$ cat config.mk
export PLATFORM = sky130hd
export DESIGN_NAME = bbtm_cell
export DESIGN_NICKNAME = d
export VERILOG_FILES = /design/src/rtl/bbtm_pkg.sv /design/src/rtl/bbtm_cell.sv
export SDC_FILE = /design/constraint.sdc
export NUM_CORES = 1
export LEC_CHECK = 0
export ABC_AREA = 1
export BUFFER_PORTS_ARGS = -buffer_cell sky130_fd_sc_hd__buf_2
export CAP_MARGIN = 20
export CORE_MARGIN = 3
export CORE_UTILIZATION = 43
export CTS_CLUSTER_DIAMETER = 150
export DETAILED_ROUTE_END_ITERATION = 8
export PLACE_DENSITY = 0.75
export SLEW_MARGIN = 20
export SYNTH_ARGS = -nofsm -noshare
export SYNTH_HDL_FRONTEND = slang
export SYNTH_SLANG_ARGS = --single-unit
export TNS_END_PERCENT = 30
$ cat constraint.sdc
create_clock -name clk -period 1.2 [get_ports clk]
set_clock_uncertainty 0.2 [all_clocks]
set_input_delay 0.06 -clock clk [delete_from_list [all_inputs] [get_ports clk]]
set_output_delay 0.06 -clock clk [all_outputs]
set_load 0.005 [all_outputs]
$ cat src/rtl/bbtm_pkg.sv
package bbtm_pkg;
  localparam int SLOTS_DEF = 64;
  localparam int ID_BITS_DEF = 32;
  localparam int SLOT_W = 6;
  localparam int WBID_W = 32;
  localparam int IN_ID_W = 32;
  localparam int CFG_W = 16;
  localparam int CFG_IDX_W = 1;

  localparam logic [1:0] OP_READ = 2'd0;
  localparam logic [1:0] OP_STORE = 2'd1;
  localparam logic [1:0] OP_DELETE = 2'd2;
  localparam logic [1:0] OP_UNUSED = 2'd3;

  localparam logic [CFG_IDX_W-1:0] REG_SLOTS = 1'd0;
  localparam logic [CFG_IDX_W-1:0] REG_SEED = 1'd1;

  typedef enum logic [2:0] {
    ST_IDLE, ST_SCAN, ST_MOD, ST_APPLY, ST_OUT
  } state_t;

  // scan results handed along the cell chain
  typedef struct packed {
    logic hit;
    logic empty;
  } scan_t;

  function automatic logic [15:0] lfsr_step(input logic [15:0] v);
    lfsr_step = {v[0] ^ v[2] ^ v[3] ^ v[5], v[15:1]};
  endfunction
endpackage

$ cat src/rtl/bbtm_cell.sv
module bbtm_cell
  import bbtm_pkg::*;
#(
  parameter int ID_BITS = ID_BITS_DEF
) (
  input  logic               clk,
  input  logic               rst,
  input  logic [ID_BITS-1:0] key,
  input  logic               active,
  input  scan_t              scan_in,
  output scan_t              scan_out,
  input  logic               wr,
  input  logic               wr_clear,
  input  logic               wr_dirty_only,
  input  logic [ID_BITS-1:0] wr_tag,
  input  logic               wr_dirty,
  output logic [ID_BITS-1:0] tag,
  output logic               dirty,
  output logic               is_hit,
  output logic               is_empty
);
  assign is_hit = active && tag == key;
  assign is_empty = active && tag == '0;
  // priority chain: hit/empty found earlier passes through
  assign scan_out.hit = scan_in.hit | is_hit;
  assign scan_out.empty = scan_in.empty | is_empty;
  always_ff @(posedge clk) begin
    if (rst) begin
      tag <= '0;
      dirty <= 1'b0;
    end else if (wr) begin
      if (wr_clear) begin
        tag <= '0;
        dirty <= 1'b0;
      end else begin
        if (!wr_dirty_only) tag <= wr_tag;
        dirty <= wr_dirty;
      end
    end
  end
endmodule
==> summary.txt <==
Core ar. = 4942 um^2
ANT cells = 0
post-place setup slack = -0.2500 ns
crit-path cells = inv_1 -> nand2_2 -> nand2_1 -> inv_1 -> nand2_1 -> nor2_1 -> nand2_1 -> nor2_1 -> nand3_1 -> nand2_1 -> buf_2
Yosys warnings = 0
status = finished, violations left
hold_sp = wr_dirty_only
initial antenna violation count = 0
FF+latch count, synth = 33
Cell variety after synth = 22
clk_lat worst skew = 0.29 ns
Layout area overhead = 60.94%
commonest cells after routing, fill and taps aside = 109 x buf_2, 78 x nand2_1, 52 x inv_1
die area = 6262 um^2
GRT Residual Overflow = 0
CTS tree = done
H-tree Lvls = 2
capture point of the worst reg-to-reg path = tag[22]
flop2flop setup slack = 0 ns
mux contribution to synthesized area = 0%
wire per inst = 13.76 um
simple-gate area share of the yosys netlist = 42.66%
Synth Area in Compound Gates = 10.50%
RSZ-0062 raised after global routing = true
crit path DAT = 1.46 ns
gpl congestion = 0.9434
Core Rows = 25
GRT Total Usage = 26.17%
FMAX = 580.3 MHz
RR Startpoint = tag[22]
Max clock buf depth = 2
via count = 3025
violated checks = negative setup slack
largest net degree at the start of global routing = 35
average cell area after synthesis = 6.068 um^2
worst setup margin = -0.5233 ns
CP Launch Point = tag[21]
min Tclk post-route = 1.723 ns
Hold Path Sink = tag[18]
initial core utilization = 46.53%
XOR/XNOR Fraction of Synth Area = 3.047%
worst path bufs/invs = 3
share of layout cells above drive strength 1 = 41.02%
Worst Hold Class = input port to flop
crit-path max cell delay = 0.35 ns
EDFF count, synth = 0
Reg clk slew, reported paths = 0.07 ns
ys async rst share = 0%
Final Max Tran Viols = 0
TritonRoute pass-1 iters = 5
crit path kind = flop to output pin
Post-Syn Nets = 452
port bufs = 109
Cell Pwr Density = 773.1 nW/um^2
Seq/Total Area, Yosys = 28.73%
Top FF cell, synth = dfxtp_1
first-pass GRT wire length = 12.91 mm
Die W = 79.13 um
DRC Markers = 0
total power = 2.861 mW
Critical Path Most Common Cell = nand2_1
Ports = 110
hold depth = 5
Fin. Hold Viols = 0
remaining antenna violation count after routing = 0
Yosys top cell area share = 28.73%
largest family of logic cells by synthesized area = simple AND/OR/NAND/NOR gates
Synth area leader = dfxtp_1
crit path capture type = output pin
R2R depth = 4
DR vias/cell = 4.895
cells after synthesis = 379
Die H = 79.13 um
maxcap violations = 0
final net count = 623
CTS Buf Count = 5
total clock sinks = 33
Worst-Margin Slew = 0.2474 ns
CP top delay family = simple AND/OR/NAND/NOR gates
critical-path maximum fanout = 3
part of the cycle the worst path needs = 143.6%
Post-Synth Adder-Cell Area = 0%
clk root buf = clkbuf_8
CP Data Required Time = 0.94 ns
LEAKAGE = 1.877 nW
vias in the first global route = 2858
Final setup viols = 37
CP max-delay cell = dfxtp_2
CP startpoint kind = flop
Final HPWL DP = 5.958 mm
routed wire length = 8.506 mm
Peak VDD IR = 0.5912 mV
Initial DRC Count = 109
Synth area leaders = dfxtp_1 29%, nand2_1 15%, inv_1 11%, nand3_1 9.6%, a21oi_1 7.2%
commonest non-fill, non-tap cell in the layout = buf_2
Post-Syn Area = 2300 um^2
number of fill cells = 426
relative slew slack = 83.49%
power breakdown:
| group | switching, mW | internal [mW] | leakage (nW) | total [mW] |
|---|---|---|---|---|
| clock network | 0.413 | 0.412 | 0.0395 | 0.825 |
| logic | 0.428 | 0.429 | 1.56 | 0.857 |
| registers | 0.0365 | 1.14 | 0.281 | 1.18 |
| total | 0.878 | 1.98 | 1.88 | 2.86 |
flip-flops by register name, summed over array words and instances (netlist names):
name and flops:
tag 32, dirty 1
how the worst max path moves through the flow:
stage | slack, ns | to | cells after the start
global route | -0.63 | is_hit | 9
global placement | -0.30 | is_hit | 6
finish | -0.52 | scan_out[1] | 11
floorplan | -0.0001 | is_hit | 8
detailed placement | -0.25 | is_hit | 6
CTS | -0.50 | scan_out[1] | 10
synth_stat cells (3+ instances only):
cell,count
o21ai_0,9
xnor2_1,7
dfxtp_1,33
nand3_1,44
inv_1,66
nand2_1,93
buf_6,6
or2_1,23
or2_2,9
clkbuf_1,6
nor3_1,3
nand4_1,11
a21oi_1,33
nor2_1,26
metrics by stage:
stage | instance area, um^2 | TNS (ns) | hold slack (ns) | util (%) | cells
after floorplan | 2308 | -0.0001112 | -0.007182 | - | 379
after global placement | 3120 | -1.022 | 0.1296 | 63.14 | 574
after detailed placement | 3120 | -0.9459 | 0.1293 | 63.14 | 574
after CTS | 3631 | -7.281 | 0.06679 | 73.47 | 618
after global routing | 3701 | -9.456 | 0.07448 | 74.89 | 618
final | 3701 | -7.398 | 0.06302 | 74.89 | 618
routing by layer:
layer / vias to the layer above / global-route usage, % / routed length (um)
met5: - / 0 / 0
met1: 1379 / 30.66 / 3477
met3: 15 / 5.442 / 558
met4: 0 / 7.904 / 156
met2: 105 / 47.47 / 4314
li1: 1526 / - / -
cell families (layout without fill, tap and decap cells):
| logic type | Yosys count | after routing |
|---|---|---|
| AOI/OAI and AO/OA | 45 | 45 |
| and+or+nand+nor | 213 | 213 |
| buffers and inverters | 80 | 252 |
| xor gates and xnor gates | 8 | 8 |
| DFF | 33 | 33 |
worst min-delay path: stages:
cell and delay [ns]:
buf_2 0.10, a21oi_4 0.08, buf_12 0.15, nand3_1 0.07
a21oi_1 0.05
timing repair:
action                                  CTS  global route
endpoints found under the hold margin    33             1
endpoints found under the setup margin    5            37
resized for setup                        32            39
setup buffers                             1             0
hold buffers                             35             1
pin swaps                                10            13
area by class of cell:
type | instances | area (um^2) | area share, %
timing repair buffer | 177 | 1189 | 32.12
tap | 67 | 83.83 | 2.265
inverter | 67 | 254.0 | 6.863
sequential | 33 | 695.7 | 18.80
multi-input combinational | 266 | 1399 | 37.80
clock buffer | 8 | 80.08 | 2.164
(Power assumes the default switching activity.)
